`src/hdl/nwm_pkg.sv`:
```
// Shared types, constants and calendar tables for the nth-weekday-of-month block.
// No dependencies; every other file of the block imports this package.
package nwm_pkg;

  localparam int YEAR_W     = 14;
  localparam int MONTH_W    = 4;
  localparam int WDAY_W     = 3;
  localparam int SEL_W      = 5;
  localparam int DAY_W      = 5;
  localparam int OCC_W      = 3;
  localparam int SUM_W      = 15;

  localparam logic [YEAR_W-1:0] MAX_YEAR        = 14'd9999;
  localparam logic [MONTH_W-1:0] MONTH_JAN      = 4'd1;
  localparam logic [MONTH_W-1:0] MONTH_FEB      = 4'd2;
  localparam logic [MONTH_W-1:0] MONTH_MAR      = 4'd3;
  localparam logic [MONTH_W-1:0] MONTH_DEC      = 4'd12;
  localparam logic [WDAY_W-1:0]  DAYS_PER_WEEK  = 3'd7;
  localparam logic [DAY_W-1:0]   MIN_MONTH_DAYS = 5'd28;
  localparam logic [OCC_W-1:0]   MAX_OCCURRENCES = 3'd5;
  localparam logic [OCC_W-1:0]   MIN_OCCURRENCES = 3'd4;

  // Reciprocal of 100 scaled by 2^19; exact floor for all 14-bit operands.
  localparam logic [12:0] RECIP_100 = 13'd5243;
  localparam int          RECIP_SHIFT = 19;

  // Per-stage load enables handed from the top level to the datapath modules.
  typedef struct packed {
    logic ld1;
    logic ld2;
    logic ld3;
    logic ld4;
  } nwm_ld_t;

  // Month offset for the weekday formula of the 1st.
  function automatic logic [2:0] month_shift(input logic [MONTH_W-1:0] m);
    logic [2:0] r;
    case (m)
      4'd1:    r = 3'd0;
      4'd2:    r = 3'd3;
      4'd3:    r = 3'd2;
      4'd4:    r = 3'd5;
      4'd5:    r = 3'd0;
      4'd6:    r = 3'd3;
      4'd7:    r = 3'd5;
      4'd8:    r = 3'd1;
      4'd9:    r = 3'd4;
      4'd10:   r = 3'd6;
      4'd11:   r = 3'd2;
      4'd12:   r = 3'd4;
      default: r = 3'd0;
    endcase
    return r;
  endfunction

  // Month length in a common year.
  function automatic logic [DAY_W-1:0] month_days(input logic [MONTH_W-1:0] m);
    logic [DAY_W-1:0] r;
    case (m)
      4'd2:                   r = 5'd28;
      4'd4, 4'd6, 4'd9, 4'd11: r = 5'd30;
      default:                r = 5'd31;
    endcase
    return r;
  endfunction

endpackage

```
`src/hdl/nwm_req_if.sv`:
```
// Request channel of the nth-weekday-of-month block: valid/ready plus query fields.
// Depends on nwm_pkg for the field widths.
interface nwm_req_if import nwm_pkg::*; ();
  logic                     valid;
  logic                     ready;
  logic [YEAR_W-1:0]        year;
  logic [MONTH_W-1:0]       month;
  logic [WDAY_W-1:0]        weekday;
  logic signed [SEL_W-1:0]  selector;

  modport source (output valid, year, month, weekday, selector, input ready);
  modport sink   (input valid, year, month, weekday, selector, output ready);
endinterface

```
`src/hdl/nwm_res_if.sv`:
```
// Result channel of the nth-weekday-of-month block: valid/ready plus answer fields.
// Depends on nwm_pkg for the field widths.
interface nwm_res_if import nwm_pkg::*; ();
  logic               valid;
  logic               ready;
  logic               found;
  logic [DAY_W-1:0]   day_of_month;
  logic [OCC_W-1:0]   occurrences;

  modport source (output valid, found, day_of_month, occurrences, input ready);
  modport sink   (input valid, found, day_of_month, occurrences, output ready);
endinterface

```
`src/hdl/nth_weekday_of_month.sv`:
```
// Top level of the nth-weekday-of-month block: pipeline control and the two datapaths.
// Depends on nwm_pkg, nwm_req_if, nwm_res_if, nwm_cal and nwm_occ.
//
// Usage: a query (year, month, weekday 1..7 = Monday..Sunday, signed selector)
// is offered on the req channel; the answer (found, day_of_month, occurrences)
// leaves on the res channel. A transaction completes at a rising clock edge
// where valid and ready are both high on that channel.
// The block is a four-stage pipeline: century quotients, then leap year and
// the weekday sum, then the weekday of the 1st and the first-match offset,
// then the count and the selected day into the output register. The request
// transaction loads the first stage; its valid bit then moves through the
// second, third and fourth stage, whose valid bit is res.valid. One query
// is taken every cycle, limited only by the receiver.
// Each stage holds a valid bit and advances when it is empty or the stage
// after it advances, so a stalled receiver fills the pipeline from the back,
// and req.ready stays high while any stage still has room. Nothing is lost or
// repeated under a stall. A synchronous reset clears the valid bits; the
// payload registers are left as they are. Out-of-range weekday, year or month
// give an all-zero answer; a zero or unreachable selector gives found low
// with the count still reported.
module nth_weekday_of_month import nwm_pkg::*; (
  input  logic clk,
  input  logic rst,
  nwm_req_if.sink   req,
  nwm_res_if.source res
);

  logic [3:0] vld;
  nwm_ld_t    ld;

  // Load chain from the back: a stage moves when empty or when its successor moves.
  always_comb begin
    ld.ld4 = !vld[3] || res.ready;
    ld.ld3 = !vld[2] || ld.ld4;
    ld.ld2 = !vld[1] || ld.ld3;
    ld.ld1 = !vld[0] || ld.ld2;
  end

  assign req.ready = ld.ld1;
  assign res.valid = vld[3];

  always_ff @(posedge clk) begin
    if (rst) begin
      vld <= '0;
    end else begin
      if (ld.ld1) vld[0] <= req.valid;
      if (ld.ld2) vld[1] <= vld[0];
      if (ld.ld3) vld[2] <= vld[1];
      if (ld.ld4) vld[3] <= vld[2];
    end
  end

  logic [SUM_W-1:0]        sum2;
  logic [DAY_W-1:0]        len2;
  logic [WDAY_W-1:0]       wday2;
  logic signed [SEL_W-1:0] sel2;
  logic                    ok2;

  nwm_cal u_cal (
    .clk      (clk),
    .ld       (ld),
    .year     (req.year),
    .month    (req.month),
    .weekday  (req.weekday),
    .selector (req.selector),
    .sum      (sum2),
    .len      (len2),
    .wday     (wday2),
    .sel      (sel2),
    .ok       (ok2)
  );

  nwm_occ u_occ (
    .clk          (clk),
    .ld           (ld),
    .sum          (sum2),
    .len          (len2),
    .wday         (wday2),
    .sel          (sel2),
    .ok           (ok2),
    .found        (res.found),
    .day_of_month (res.day_of_month),
    .occurrences  (res.occurrences)
  );

endmodule

```
`src/hdl/nwm_cal.sv`:
```
// Calendar stages 1 and 2: century quotients, leap year, month length, day-count sum.
// Depends on nwm_pkg.
module nwm_cal import nwm_pkg::*; (
  input  logic                    clk,
  input  nwm_ld_t                 ld,
  input  logic [YEAR_W-1:0]       year,
  input  logic [MONTH_W-1:0]      month,
  input  logic [WDAY_W-1:0]       weekday,
  input  logic signed [SEL_W-1:0] selector,
  output logic [SUM_W-1:0]        sum,
  output logic [DAY_W-1:0]        len,
  output logic [WDAY_W-1:0]       wday,
  output logic signed [SEL_W-1:0] sel,
  output logic                    ok
);

  // Stage 1 registers.
  logic [YEAR_W-1:0]       year1;
  logic [YEAR_W-1:0]       yy1;
  logic [7:0]              qyy1;
  logic [7:0]              qy1;
  logic [MONTH_W-1:0]      month1;
  logic [WDAY_W-1:0]       wday1;
  logic signed [SEL_W-1:0] sel1;
  logic                    ok1;

  logic [YEAR_W-1:0]       yy_next;
  logic [YEAR_W+12:0]      pyy;
  logic [YEAR_W+12:0]      py;
  logic                    ok_next;

  always_comb begin
    yy_next = (month < MONTH_MAR) ? year - 14'd1 : year;
    pyy     = {13'd0, yy_next} * {14'd0, RECIP_100};
    py      = {13'd0, year} * {14'd0, RECIP_100};
    ok_next = (weekday != '0) && (year != '0) && (year <= MAX_YEAR) &&
              (month >= MONTH_JAN) && (month <= MONTH_DEC);
  end

  always_ff @(posedge clk) begin
    if (ld.ld1) begin
      year1  <= year;
      yy1    <= yy_next;
      qyy1   <= pyy[RECIP_SHIFT+7:RECIP_SHIFT];
      qy1    <= py[RECIP_SHIFT+7:RECIP_SHIFT];
      month1 <= month;
      wday1  <= weekday;
      sel1   <= selector;
      ok1    <= ok_next;
    end
  end

  // Stage 2: leap test and the weekday sum (reduced mod 7 in the next stage).
  logic [SUM_W-1:0] sum_next;
  logic [DAY_W-1:0] len_next;
  logic             cent;
  logic             leap;

  always_comb begin
    cent = ({1'b0, year1} == ({7'd0, qy1} * 15'd100));
    leap = ((year1[1:0] == 2'b00) && !cent) || (cent && (qy1[1:0] == 2'b00));
    len_next = month_days(month1);
    if ((month1 == MONTH_FEB) && leap) begin
      len_next = MIN_MONTH_DAYS + 5'd1;
    end
    sum_next = {1'b0, yy1} + {3'd0, yy1[YEAR_W-1:2]} - {7'd0, qyy1} +
               {9'd0, qyy1[7:2]} + {12'd0, month_shift(month1)} + 15'd1;
  end

  always_ff @(posedge clk) begin
    if (ld.ld2) begin
      sum  <= sum_next;
      len  <= len_next;
      wday <= wday1;
      sel  <= sel1;
      ok   <= ok1;
    end
  end

endmodule

```
`src/hdl/nwm_occ.sv`:
```
// Occurrence stages 3 and 4: weekday of the 1st, first-match offset, count, answer.
// Depends on nwm_pkg.
module nwm_occ import nwm_pkg::*; (
  input  logic                    clk,
  input  nwm_ld_t                 ld,
  input  logic [SUM_W-1:0]        sum,
  input  logic [DAY_W-1:0]        len,
  input  logic [WDAY_W-1:0]       wday,
  input  logic signed [SEL_W-1:0] sel,
  input  logic                    ok,
  output logic                    found,
  output logic [DAY_W-1:0]        day_of_month,
  output logic [OCC_W-1:0]        occurrences
);

  // Stage 3: sum mod 7 by folding octal digits (8 is 1 mod 7).
  logic [5:0]        fold;
  logic [3:0]        fold2;
  logic [2:0]        dmod;
  logic [2:0]        first;
  logic [3:0]        wsum;
  logic [2:0]        offset_next;

  always_comb begin
    fold  = {3'd0, sum[2:0]} + {3'd0, sum[5:3]} + {3'd0, sum[8:6]} +
            {3'd0, sum[11:9]} + {3'd0, sum[14:12]};
    fold2 = {1'b0, fold[2:0]} + {1'b0, fold[5:3]};
    dmod  = (fold2 >= {1'b0, DAYS_PER_WEEK}) ? 3'(fold2 - {1'b0, DAYS_PER_WEEK})
                                             : fold2[2:0];
    first = (dmod == 3'd0) ? DAYS_PER_WEEK : dmod;
    wsum  = {1'b0, wday} + {1'b0, DAYS_PER_WEEK} - {1'b0, first};
    offset_next = (wsum >= {1'b0, DAYS_PER_WEEK}) ? 3'(wsum - {1'b0, DAYS_PER_WEEK})
                                                  : wsum[2:0];
  end

  logic [2:0]              offset3;
  logic [DAY_W-1:0]        len3;
  logic signed [SEL_W-1:0] sel3;
  logic                    ok3;

  always_ff @(posedge clk) begin
    if (ld.ld3) begin
      offset3 <= offset_next;
      len3    <= len;
      sel3    <= sel;
      ok3     <= ok;
    end
  end

  // Stage 4: count, selector resolution and day of month.
  logic [DAY_W-1:0]  rem;
  logic [OCC_W-1:0]  cnt;
  logic signed [5:0] sadj;
  logic              hit;
  logic [2:0]        idx;
  logic [5:0]        day6;

  always_comb begin
    rem  = len3 - 5'd1 - {2'd0, offset3};
    cnt  = (rem >= MIN_MONTH_DAYS) ? MAX_OCCURRENCES : MIN_OCCURRENCES;
    sadj = $signed({sel3[SEL_W-1], sel3});
    if (sel3 < 0) begin
      sadj = sadj + $signed({3'd0, cnt}) + 6'sd1;
    end
    hit  = ok3 && (sadj >= 6'sd1) && (sadj <= $signed({3'd0, cnt}));
    idx  = sadj[2:0] - 3'd1;
    day6 = 6'd1 + {3'd0, offset3} + ({idx, 3'd0} - {3'd0, idx});
  end

  always_ff @(posedge clk) begin
    if (ld.ld4) begin
      found        <= hit;
      day_of_month <= hit ? day6[DAY_W-1:0] : '0;
      occurrences  <= ok3 ? cnt : '0;
    end
  end

endmodule

```
`src/flat_wrapper.sv`:
```
// flat-port wrapper written by rule: the top's interface ports become plain ports
module nth_weekday_of_month_flat import nwm_pkg::*;
  (clk, rst, req_valid, req_year, req_month, req_weekday, req_selector, req_ready, res_valid, res_found, res_day_of_month, res_occurrences, res_ready);
  nwm_req_if req_i ();
  nwm_res_if res_i ();
  input  logic clk;
  input  logic rst;
  input wire logic [$bits(req_i.valid)-1:0] req_valid;
  input wire logic [$bits(req_i.year)-1:0] req_year;
  input wire logic [$bits(req_i.month)-1:0] req_month;
  input wire logic [$bits(req_i.weekday)-1:0] req_weekday;
  input wire logic [$bits(req_i.selector)-1:0] req_selector;
  output wire logic [$bits(req_i.ready)-1:0] req_ready;
  output wire logic [$bits(res_i.valid)-1:0] res_valid;
  output wire logic [$bits(res_i.found)-1:0] res_found;
  output wire logic [$bits(res_i.day_of_month)-1:0] res_day_of_month;
  output wire logic [$bits(res_i.occurrences)-1:0] res_occurrences;
  input wire logic [$bits(res_i.ready)-1:0] res_ready;
  assign req_i.valid = req_valid;
  assign req_i.year = req_year;
  assign req_i.month = req_month;
  assign req_i.weekday = req_weekday;
  assign req_i.selector = req_selector;
  assign req_ready = req_i.ready;
  assign res_valid = res_i.valid;
  assign res_found = res_i.found;
  assign res_day_of_month = res_i.day_of_month;
  assign res_occurrences = res_i.occurrences;
  assign res_i.ready = res_ready;
  nth_weekday_of_month u_core (.clk(clk), .rst(rst), .req(req_i), .res(res_i));
endmodule
```
`config.mk`:
```
export PLATFORM = sky130hd
export DESIGN_NAME = nth_weekday_of_month_flat
export DESIGN_NICKNAME = d
export VERILOG_FILES = /design/src/hdl/nwm_pkg.sv /design/src/hdl/nwm_req_if.sv /design/src/hdl/nwm_res_if.sv /design/src/hdl/nth_weekday_of_month.sv /design/src/hdl/nwm_cal.sv /design/src/hdl/nwm_occ.sv /design/src/flat_wrapper.sv
export SDC_FILE = /design/constraint.sdc
export NUM_CORES = 1
export LEC_CHECK = 0
export ABC_AREA = 1
export BUFFER_PORTS_ARGS = -buffer_cell sky130_fd_sc_hd__buf_2
export CAP_MARGIN = 20
export CORE_ASPECT_RATIO = 0.75
export CORE_MARGIN = 3
export CORE_UTILIZATION = 30
export CTS_CLUSTER_DIAMETER = 200
export DETAILED_ROUTE_END_ITERATION = 10
export GPL_TIMING_DRIVEN = 0
export PLACE_DENSITY = 0.49
export SYNTH_ARGS = -nofsm -noshare
export SYNTH_HDL_FRONTEND = slang
export SYNTH_SLANG_ARGS = --single-unit
```
`constraint.sdc`:
```
create_clock -name clk -period 14.23 [get_ports clk]
set_clock_uncertainty 0.2 [all_clocks]
set_input_delay 1.423 -clock clk [delete_from_list [all_inputs] [get_ports clk]]
set_output_delay 1.423 -clock clk [all_outputs]
set_load 0.01 [all_outputs]
```
* Yosys cells after proc, flatten, opt, wreduce, memory -nomap -nowiden
Memory sizes are Yosys's and may differ from the RTL's. A register that Yosys moved wholly into a read port is not among the register bits.
Cells that the tools add are included.
** Word-level totals
- Input bits :: 30
- Flip-flop bits (word level) :: 113
- Word-level logic and storage cells :: 100
- Output and inout bits :: 11
- Memories :: 1
- ROM bits :: 48
** Operators by class
- Muxes and demuxes :: 8
- $add $sub $neg :: 23
- Multipliers :: 3
- Reductions and logical operators :: 25
- Equality and inequality tests :: 6
- Order comparisons :: 10
** Memory list
- (no name shown) :: words 16, bits a word 3, rd ports 1, clocked after Yosys merged registers in 1, wr ports 0, line nwm_pkg.sv:38 : case (m)
** Operator list (number)
- $mul A14 B13 Y27 const B :: 2
- $add A6 B3 Y6 :: 3
- $add A14 B12 Y15 :: 1
- $add A15 B1 Y15 const B :: 1
- $add A15 B3 Y15 :: 1
- $add A15 B6 Y15 :: 1
- $eq A14 B15 Y1 :: 1
- $sub A15 B8 Y15 :: 1
- $le A14 B14 Y1 const B :: 1
- $mux W14 :: 1
- $reduce_bool A14 Y1 :: 1
- $sub A14 B1 Y14 const B :: 1
- $mul A8 B5 Y13 const B :: 1
- $sub A5 B3 Y5 :: 2
- $logic_and A1 B1 Y1 :: 9
- $mux W3 :: 3
- $add A3 B3 Y4 :: 2
- $eq A4 B3 Y1 const B :: 2
- $eq A4 B4 Y1 const B :: 2
- $ge A4 B3 Y1 const B :: 2
- $add A5 B4 Y6 :: 1
- $add A6 B2 Y6 const B :: 1
- $ge A6 B2 Y1 const B :: 1
- $le A6 B4 Y1 :: 1
- 23 further kinds :: 33

* Longest topological paths before layout
Gate-level depths: netlist (run 1).
- Depth in word-level cells :: 12
- Depth in mapped cells :: 28
- Depth with buffers taken out :: 28

* Modules after synthesis
A second synthesis (run 1) with hierarchy kept.
** Second synthesis, totals
- Cells, all modules :: 1742
- Area total of the unflattened synthesis :: 15646.3 µm²
** By module, submodules not included
- nwm_cal :: area an instance 13508.0 µm², cells an instance 1513, times used 1
- nwm_occ :: area an instance 1979.4 µm², cells an instance 211, times used 1
- nth_weekday_of_month :: area an instance 158.9 µm², cells an instance 18, times used 1

* Worst setup path before layout (run 1)
No wires, ideal clock.
- Path kind :: in2reg
- Start :: input req_year[2]
- End :: register u_core.u_cal.qyy1[4] (data pin)
- Arrival :: 6.425 ns
- Slack :: 7.345 ns
- Cell stages on the path :: 25
- Path buffers :: 0
- Data required time :: 13.770 ns
- Cell sequence :: inv_1 -> ha_1 -> a21boi_0 -> o21ai_0 -> nand2_1 -> nand3_1 -> nor2_2 -> nand2_1 -> xor2_1 -> inv_1 -> fa_1 -> ha_1 -> fa_1 -> inv_1 -> fa_1 -> fa_1 -> inv_1 -> ha_1 -> nand2_1 -> inv_1 -> a21boi_0 -> nor2_1 -> nor2_1 -> nand3_1 -> xor2_1
** Between the ends
- Word-level cells in the longest chain between the ends :: 3
** Ends and longest elaborated chain
- from (decl) :: line flat_wrapper.sv:9 : input wire logic [$bits(req_i.year)-1:0] req_year;
- $sub A14 B1 Y14 :: line nwm_cal.sv:33 : yy_next = (month < MONTH_MAR) ? year - 14'd1 : year;
- $mux W14 :: line nwm_cal.sv:33
- net u_core.u_cal.yy_next[13] :: line nwm_cal.sv:27 : logic [YEAR_W-1:0] yy_next;
- $mul A14 B13 Y27 :: line nwm_cal.sv:34 : pyy = {13'd0, yy_next} * {14'd0, RECIP_100};
- net u_core.u_cal.pyy[23] :: line nwm_cal.sv:28 : logic [YEAR_W+12:0] pyy;
- to (signal assigned) :: line nwm_cal.sv:44 : qyy1 <= pyy[RECIP_SHIFT+7:RECIP_SHIFT];
- to (decl) :: line nwm_cal.sv:20 : logic [7:0] qyy1;
The timed path passes the listed nets, and every way through them passes these cells.
A chain may end at the register's enable or synchronous reset.

* Worst setup path after layout (run 1)
Same ends and word-level chain as after synthesis.

==> impl_results.md, run 1 <==
- Antenna violations before repair: 2
- TritonCTS clock tree: yes
- Slew @ Worst Pin: 0.9098 ns
- Setup TNS: 0 ns
- Synth warnings: 0
- Starting Density: 30.71%
- Depth of the CTS H-tree: 3
- Ports: 41
- Vias/cell: 4.355
- Nets: 2204
- CP max FO: 7
- Syn_area_per_cell: 9.149 sq um
- GP Congestion: 0.9066
- Ys flop type: edfxtp_1
- RSZ-0062 raised after global routing: false
- Skew-Pair Late Insertion Delay: 0.36 ns
- Post-Syn Area: 0.01514 sq mm
- Register area share after synthesis: 21.16%
- Final period util: 55.58%
- Post-route cell area: 0.01649 sq mm
- Core Util, Final: 33.44%
- Maxcap violations: 0
- Post-synth top area cell: ha_1
- Crit path capture type: flop
- Area grow syn2layout: 8.900%
- Status: complete, no violations
- Syn_nets: 2152
- Slew headroom: 39.14%
- Sink Count: 109
- Post-Route WL: 32790 microns
- DP Worst Slack: 5.887 ns
- R2R cell count: 25
- Number of global-route vias before repair: 10640
- Top-area cell type share of the netlist area: 25.70%
- Die width: 265.4 microns
- #FFs+latches synth: 109
- Critical path endpoint: u_core.u_cal.qyy1[4]
- CP arrival: 7.88 ns
- Crit. Startpoint: req_year[2]
- Ys async rst share: 0%
- Total die area: 0.05323 sq mm
- DP Area: 0.01615 sq mm
- Max Root-Sink Buffers: 2
- CTS Buf Count: 9
- Startpoint types: input port
- Post-CTS Setup Bufs: 0
- Layout cells sized above 1: 5.199%
- WL/cell: 13.89 microns
- Die Y: 200.6 microns
- Final worst slack: 6.320 ns
- Post-cts sizing count: 0
- Routed Antenna Nets: 0
- GR Util All Layers: 12.96%
- Synth Instances: 1655
- Crit Path Class: input port to flop
- Via Count: 10280
- Min Tclk post-route: 7.910 ns
- IO buf count: 39
- Iter 0 DRT Violations: 565
- Fmax achieved: 126.4 MHz
- Final setup viols: 0
- First-pass GRT wire length: 55610 microns
- Hold WC Path Type: flop to flop
- Core area: 0.04931 sq mm
- # DRC: 0
- Total congestion overflow: 0
- Slew Limit Fails: 0
- Leading post-synthesis cells by instance count: inv_1, ha_1, nand2_1
- Hold-fix buffers, CTS: 0
- EDFF count, synth: 102
- Cell with the most instances after synthesis: inv_1
- Reg2reg setup slack: 7.86 ns
- Worst R2R End: u_core.u_occ.offset3[0]
- CTS clk-pin slew, worst paths: 0.08 ns
- Pre-antenna DRT Iters: 5
- Clock Tree Root: clkbuf_16
- Final hold vios: 0
- Post-synthesis cell type count: 47
- Worst reg2reg path startpoint: u_core.u_cal.sum[0]
- Largest net degree at the start of global routing: 67
- Row cnt: 70
- Post-detail-place hpwl: 29150 microns
- CP required: 14.20 ns
- Synth top area cells: ha_1, fa_1, edfxtp_1
-- sequential cells by signal (all words and copies together), names as in the netlist, 2 cells and up, named ones only --
register,count
u_core.u_cal.wday,3
u_core.vld,4
u_core.u_occ.sel3,5
u_core.u_cal.sel1,5
u_core.u_occ.occurrences,2
u_core.u_cal.qyy1,8
u_core.u_occ.offset3,3
u_core.u_cal.sum,15
u_core.u_cal.yy1,14
u_core.u_cal.qy1,8
u_core.u_cal.year1,14
u_core.u_cal.wday1,3
u_core.u_occ.day_of_month,5
u_core.u_cal.sel,5
u_core.u_cal.len,2
u_core.u_occ.len3,2
u_core.u_cal.month1,4
-- through the flow --
stage / std cells / hold WS [ns]
2_1_floorplan: 1655 / 0.2003
3_3_place_gp: 2342 / 0.2024
3_5_place_dp: 2343 / 0.2045
4_1_cts: 2359 / 0.2227
5_1_grt: 2361 / 0.2249
6_report: 2361 / 0.2217
-- cell usage in the layout, fill, tap and decap left out, types with 2 or more instances in the layout --
| cell | synthesis | routed |
|---|---|---|
| o211ai_1 | 2 | 2 |
| buf_2 | 0 | 39 |
| nand2_2 | 5 | 5 |
| nand3_1 | 59 | 59 |
| nor2_1 | 80 | 80 |
| inv_2 | 4 | 4 |
| o21ai_0 | 29 | 29 |
| clkinv_8 | 0 | 2 |
| clkbuf_16 | 0 | 9 |
| fa_1 | 156 | 156 |
| o21ai_2 | 4 | 4 |
| a21o_1 | 16 | 16 |
| nor2_4 | 3 | 3 |
| xnor2_1 | 15 | 15 |
| a31oi_1 | 2 | 2 |
| a21oi_1 | 63 | 63 |
| o21ai_1 | 3 | 3 |
| dfxtp_1 | 7 | 7 |
| nor3_1 | 11 | 11 |
| edfxtp_1 | 102 | 102 |
| o21a_1 | 3 | 3 |
| nand4_1 | 16 | 16 |
| nand3b_1 | 3 | 3 |
| nor2_2 | 6 | 6 |
| buf_4 | 1 | 2 |
| a21boi_0 | 7 | 7 |
| ha_1 | 311 | 311 |
| xor2_1 | 44 | 44 |
| inv_1 | 441 | 441 |
| o21bai_1 | 9 | 9 |
| clkinv_4 | 0 | 3 |
| nand2_1 | 234 | 234 |
-- logic make-up (layout without fill, tap and decap cells) --
family / after synthesis / after routing / share of synthesized area (%)
fa+ha+maj: 467 / 467 / 46.33
flops: 109 / 109 / 21.16
mux: 1 / 1 / 0.06611
xor+xnor: 60 / 60 / 3.520
buf+inv: 447 / 504 / 11.11
compound gates: 146 / 146 / 5.727
other cells: 1 / 2 / 0.02477
simple gates: 424 / 424 / 12.07
-- worst max-delay path: stages --
cell      delay, ns
buf_2          0.24
inv_1          0.26
ha_1           0.25
a21boi_0       0.28
o21ai_0        0.18
nand2_1        0.11
nand3_1        0.13
nor2_2         0.14
nand2_1        0.07
xor2_1         0.47
inv_1          0.35
fa_1           0.58
ha_1           0.33
fa_1           0.48
inv_1          0.05
fa_1           0.51
fa_1           0.58
inv_1          0.05
ha_1           0.32
nand2_1        0.08
nor2_1         0.18
inv_1          0.07
nor2_1         0.14
nand4_1        0.12
nand3_1        0.18
xor2_1         0.27
-- worst min-delay path by stage --
stage                                      from              endpoint  slack [ns]  depth (start not counted)
final                          u_core.u_cal.ok1       u_core.u_cal.ok        0.22                          0
after global routing           u_core.u_cal.ok1       u_core.u_cal.ok        0.22                          0
after CTS                  u_core.u_cal.sel1[0]   u_core.u_cal.sel[0]        0.22                          0
after detailed placement       u_core.u_cal.ok1       u_core.u_cal.ok        0.20                          0
after global placement    u_core.u_cal.wday1[1]  u_core.u_cal.wday[1]        0.20                          0
after floorplan                u_core.u_cal.ok1       u_core.u_cal.ok        0.20                          0
-- layout make-up --
class / instances / area (sq um)
tap: 648 / 810.8
buffer: 2 / 12.51
timing repair buffer: 41 / 230.2
inverter: 445 / 1670
antenna: 1 / 2.502
clock buffer: 9 / 225.2
sequential: 109 / 3203
clock inverter: 7 / 78.83
fill: 5122 / 32820
multi-input combinational: 1099 / 10250
-- metal layers --
| metal | vias to the layer above | global-route usage [%] | wire [microns] | part of all wire, % |
|---|---|---|---|---|
| met2 | 154 | 18.39 | 12710 | 39 |
| met3 | 17 | 1.789 | 1396 | 4.3 |
| met5 | - | 0 | 13 | 0.040 |
| met1 | 4795 | 20.89 | 18440 | 56 |
| li1 | 5315 | - | - | - |
| met4 | 2 | 1.987 | 230 | 0.70 |
Power of run 1 is not shown: default switching activity piles up to over one toggle a cycle in this logic, so the estimate is an artifact.
==> run 2, diff against run 1 <==
--- a/config.mk
+++ b/config.mk
@@ -14,7 +14,7 @@
 export CTS_CLUSTER_DIAMETER = 200
 export DETAILED_ROUTE_END_ITERATION = 10
 export GPL_TIMING_DRIVEN = 0
-export PLACE_DENSITY = 0.49
+export PLACE_DENSITY = 0.51
 export SYNTH_ARGS = -nofsm -noshare
 export SYNTH_HDL_FRONTEND = slang
 export SYNTH_SLANG_ARGS = --single-unit
==> constraint.sdc (replaced) <==
create_clock -name clk -period 6.75 [get_ports clk]
set_clock_uncertainty 0.2 [all_clocks]
set_input_delay 0.675 -clock clk [delete_from_list [all_inputs] [get_ports clk]]
set_output_delay 0.675 -clock clk [all_outputs]
set_load 0.01 [all_outputs]
==> run 2 against run 1 <==
Compared with the run above: cell count up 0.21%; global-route usage down 0.31 points; critical path depth down 2; sequential cell count unchanged; worst setup slack worse by 6.1 ns; via count up 0.62%; first-iteration DRC count down 7.3%; critical path type unchanged; largest cell class unchanged.
==> impl_results.md, run 2 (same netlist as run 1, synthesis figures left out) <==
- Status: complete, no violations
- Post-Route WL: 32250 microns (-1.6%)
- Sink Count: 109 (unchanged)
- Slew headroom: 35.27% (-3.9 points)
- Routed Antenna Nets: 0 (unchanged)
- Hold slack: 0.2192 ns (-0.002558 ns)
- Ports: 41 (unchanged)
- Starting Density: 30.71% (unchanged)
- Largest net degree at the start of global routing: 67 (unchanged)
- Total die area: 0.05323 sq mm (unchanged)
- Antenna violations before repair: 2 (unchanged)
- Hold WC Path Type: flop to flop
- Post-detail-place hpwl: 28770 microns (-1.3%)
- WL/cell: 13.63 microns (-1.8%)
- Non-filler cells in the finished layout: 2366 (+0.21%)
- Most frequent cells in the layout: inv_1, ha_1, nand2_1
- Final setup viols: 0 (unchanged)
- Iter 0 DRT Violations: 524 (-7.3%)
- Pre-antenna DRT Iters: 5 (unchanged)
- Via Count: 10350 (+0.62%)
- Biggest regs: u_core.u_cal.sum (15), u_core.u_cal.year1 (14), u_core.u_cal.yy1 (14)
- Filler cell count: 5065 (-1.1%)
- Nets: 2209 (+0.23%)
- Skew-Pair Late Insertion Delay: 0.35 ns (about the same)
- Area grow syn2layout: 10.07%
- First-pass GRT wire length: 54480 microns (-2.0%)
- CTS clk-pin slew, worst paths: 0.07 ns (about the same)
- Max reg flops: 15 (unchanged)
- Crit path capture type: flop
- CTS Buf Count: 9 (unchanged)
- CP max FO: 7 (unchanged)
- Core area: 0.04931 sq mm (unchanged)
- TritonCTS clock tree: yes
- Startpoint types: input port
- Crit Path Class: input port to flop
- Min Tclk post-route: 6.505 ns
- Row cnt: 70 (unchanged)
- CP arrival: 6.39 ns (-1.49 ns)
- Final hold vios: 0 (unchanged)
- Depth of the CTS H-tree: 3 (unchanged)
- Post-Place Cells: 2343 (unchanged)
- GP Congestion: 0.8826 (-2.6%)
- Fmax achieved: 153.7 MHz
- Final period util: 96.37%
- Most common cell after layout, fill and taps aside: inv_1
- Slew @ Worst Pin: 0.9677 ns (+0.05791 ns)
- RSZ-0062 raised after global routing: false
- Maxcap violations: 0 (unchanged)
- Number of global-route vias before repair: 10520 (-1.1%)
- Clock Tree Root: clkbuf_16
- Vias/cell: 4.373 (+0.41%)
- Slew Limit Fails: 0 (unchanged)
- Setup TNS: 0 ns (unchanged)
- Die width: 265.4 microns (unchanged)
- # DRC: 0 (unchanged)
- CP required: 6.64 ns (-7.56 ns)
- IO buf count: 39 (unchanged)
- GR Util All Layers: 12.66% (-0.31 points)
- Most flops, register: u_core.u_cal.sum
- Layout cells sized above 1: 6.232% (+1.0 points)
- Die Y: 200.6 microns (unchanged)
- Max Root-Sink Buffers: 2 (unchanged)
- Total congestion overflow: 0 (unchanged)
- Hold-fix buffers, CTS: 0 (unchanged)
## run 2: per-stage QoR
step	worst slack [ns]	util [%]	cell area (sq um)
after detailed placement	-0.7175	32.76	16150
after global placement	-0.7576	32.75	16150
after floorplan	0.6133	-	15140
after CTS	0.07369	33.61	16570
after global routing	0.001919	33.80	16670
final	0.2450	33.80	16670
## run 2: final timing paths
| check | from | to | slack (ns) | depth (start not counted) |
|---|---|---|---|---|
| max | req_year[3] | u_core.u_cal.qyy1[6] | 0.24 | 24 |
| min | u_core.u_cal.ok | u_core.u_occ.ok3 | 0.22 | 0 |
| max reg2reg | u_core.u_cal.sum[0] | u_core.u_occ.offset3[0] | 0.45 | 25 |
| min reg2reg | u_core.u_cal.ok | u_core.u_occ.ok3 | 0.22 | 0 |
## run 2: layout make-up
type,instances,area [sq um],area share [%]
clock inverters,7,120.1,0.7207
flip-flops and latches,109,3203,19.22
inverters,445,1678,10.07
multi-input cells,1099,10340,62.05
clock buffers,9,225.2,1.351
repair buffers,46,272.8,1.637
well taps,648,810.8,4.865
diodes,1,2.502,0.01502
plain buffers,2,12.51,0.07508
## run 2: timing repair
action / 4_1_cts / 5_1_grt
endpoints found under the setup margin: 8 / 8
gates resized for setup: 13 / 9
setup buffers: 1 / 4
## run 2: metal layers
metal  track usage [%]  share of wire [%]
met5                 0              0.062
met1             20.53                 56
met3             1.176                3.6
met4             2.263                1.0
met2             18.08                 39
## run 2: critical path: stages
cell	delay, ns
buf_2	0.28
clkinvlp_4	0.26
ha_1	0.25
inv_1	0.04
o21ai_0	0.11
nand2_1	0.10
nand3_1	0.16
nor2_2	0.18
nand2_1	0.14
xor2_4	0.22
inv_2	0.14
fa_1	0.52
ha_1	0.33
fa_1	0.49
inv_1	0.06
fa_1	0.52
fa_1	0.59
inv_1	0.05
ha_1	0.21
a21oi_1	0.18
o21ai_0	0.19
a21oi_1	0.27
nand3_1	0.21
xor2_1	0.21
Power of run 2 is left out for the same reason.
==> run 3, diff against run 2 <==
--- a/config.mk
+++ b/config.mk
@@ -13,7 +13,6 @@
 export CORE_UTILIZATION = 30
 export CTS_CLUSTER_DIAMETER = 200
 export DETAILED_ROUTE_END_ITERATION = 10
-export GPL_TIMING_DRIVEN = 0
 export PLACE_DENSITY = 0.51
 export SYNTH_ARGS = -nofsm -noshare
 export SYNTH_HDL_FRONTEND = slang
==> run 3 against run 2 <==
Compared with the run above: routed wire length grew 11%; sequential cell count is the same; design area is essentially flat; first-iteration DRC count grew 29%; die area is the same; non-clock buffer count grew 21; core utilization is essentially flat; global-route usage grew 1.4 points; clock-buffer cell count is the same.
==> impl_results.md, run 3 (same netlist as run 1, synthesis figures left out) <==
- Area grow syn2layout: 10.18% (about the same)
- First-pass GRT wire length: 59110 microns (+8.5%)
- Final setup viols: 0 (unchanged)
- GR Util All Layers: 14.07% (+1.4 points)
- Post-CTS Setup Bufs: 0 (-1)
- Total congestion overflow: 0 (unchanged)
- Number of global-route vias before repair: 10860 (+3.2%)
- Fmax achieved: 158.4 MHz (+3.0%)
- Setup TNS: 0 ns (unchanged)
- Hold slack: 0.2261 ns (+0.006868 ns)
- Via Count: 10560 (+2.0%)
- Filler cell count: 5093 (+0.55%)
- Most flops, register: u_core.u_cal.sum
- R2R cell count: 25 (unchanged)
- Largest net degree at the start of global routing: 67 (unchanged)
- Depth of the CTS H-tree: 3 (unchanged)
- Post-detail-place hpwl: 31550 microns (+9.7%)
- CTS clk-pin slew, worst paths: 0.08 ns (about the same)
- Multi-input logic area: 0.01025 sq mm (-0.84%)
- TritonCTS clock tree: yes
- Antenna violations before repair: 3 (+1)
- Crit Path Class: flop to flop
- Nets: 2230 (+0.95%)
- Slew headroom: 36.28% (+1.0 points)
- Ports: 41 (unchanged)
- Most frequent cells in the layout: inv_1, ha_1, nand2_1
- Core area: 0.04931 sq mm (unchanged)
- Layout cells sized above 1: 6.617% (+0.39 points)
- CP max FO: 3 (-4)
- CP arrival: 6.24 ns (-0.15 ns)
- Row cnt: 70 (unchanged)
- Clock Tree Root: clkbuf_16
- Die Y: 200.6 microns (unchanged)
- Slew @ Worst Pin: 0.9550 ns (-0.01266 ns)
- Diode count: 0 (-1)
- WL/cell: 15.03 microns (+10%)
- Sink Count: 109 (unchanged)
- CTS Buf Count: 9 (unchanged)
- # DRC: 0 (unchanged)
- Die width: 265.4 microns (unchanged)
- Sequential cell area: 0.003203 sq mm (unchanged)
- Hold-fix buffers, CTS: 0 (unchanged)
- Iter 0 DRT Violations: 678 (+29%)
- Max reg flops: 15 (unchanged)
- Final hold vios: 0 (unchanged)
- Startpoint types: flop
- Most common cell after layout, fill and taps aside: inv_1
- Post-cts sizing count: 0 (-13)
- CP required: 6.67 ns (+0.03 ns)
- Routed Antenna Nets: 0 (unchanged)
- Skew-Pair Late Insertion Delay: 0.37 ns (+0.02 ns)
- Hold WC Path Type: flop to flop
- Status: complete, no violations
- Post-Route WL: 35870 microns (+11%)
- RSZ-0062 raised after global routing: false
- IO buf count: 39 (unchanged)
- Biggest regs: u_core.u_cal.sum (15), u_core.u_cal.year1 (14), u_core.u_cal.yy1 (14)
- Hold depth: 0 (unchanged)
- Crit path capture type: flop
- Maxcap violations: 0 (unchanged)
- Starting Density: 30.71% (unchanged)
- GP Congestion: 0.9303 (+5.4%)
- Vias/cell: 4.425 (+1.2%)
- Min Tclk post-route: 6.314 ns (-0.1914 ns)
- Max Root-Sink Buffers: 2 (unchanged)
- Total die area: 0.05323 sq mm (unchanged)
- Pre-antenna DRT Iters: 5 (unchanged)
- Final period util: 93.54% (-2.8 points)
- Slew Limit Fails: 0 (unchanged)
run 3: cell types whose count changed in the layout (fill, tap and decap cells not counted), moves of 5 or more:
cell	delta
buf_4	+22
xor2_1	+8
xor2_2	-6
inv_1	+5
run 3: cell type report:
cell class / count / area share [%]
Clock inverter: 7 / 0.4650
Multi-Input combinational cell: 1099 / 61.47
Sequential cell: 109 / 19.20
Clock buffer: 9 / 1.350
Tap cell: 648 / 4.860
Inverter: 445 / 10.01
Timing Repair Buffer: 69 / 2.640
run 3: critical path, cell delays in order, from the launching register on:
cell and delay, ns:
edfxtp_1 0.37, ha_1 0.24, fa_1 0.48, inv_1 0.05, fa_1 0.47, inv_1 0.05
fa_1 0.46, ha_1 0.24, fa_1 0.40, xor2_1 0.17, ha_1 0.22, fa_1 0.48
ha_1 0.23, nand2_1 0.12, nand2_2 0.11, xor2_2 0.19, nor2_2 0.07, a21oi_1 0.14
ha_1 0.19, inv_1 0.06, fa_1 0.51, inv_1 0.05, ha_1 0.21, nand2_1 0.07
nand2_1 0.09, xor2_1 0.16
run 3: path summary, 6_finish.rpt:
check	start	to	slack, ns
min	u_core.u_cal.ok	u_core.u_occ.ok3	0.23
max reg2reg	u_core.u_cal.sum[0]	u_core.u_occ.offset3[0]	0.44
max	u_core.u_cal.sum[0]	u_core.u_occ.offset3[0]	0.44
min reg2reg	u_core.u_cal.ok	u_core.u_occ.ok3	0.23
run 3: routing by layer:
layer  wire [microns]  GRT usage [%]  vias to the layer above  share of wire [%]
met4              209          1.712                        6               0.58
met3             2229          2.892                       20                6.2
met2            13530          19.27                      192                 38
met5               30              0                        -              0.084
li1                 -              -                     5361                  -
met1            19880          22.83                     4979                 55
run 3: stage by stage:
| stage | instances | utilization [%] | setup WS [ns] | cell area, sq um |
|---|---|---|---|---|
| after global placement | 2369 | 33.16 | 0.01667 | 16350 |
| after floorplan | 1655 | - | 0.6133 | 15140 |
| after detailed placement | 2369 | 33.16 | 0.1365 | 16350 |
| after global routing | 2386 | 33.83 | 0.01758 | 16680 |
| after CTS | 2385 | 33.78 | 0.4296 | 16650 |
| final | 2386 | 33.83 | 0.4364 | 16680 |
Power of run 3 is left out for the same reason.
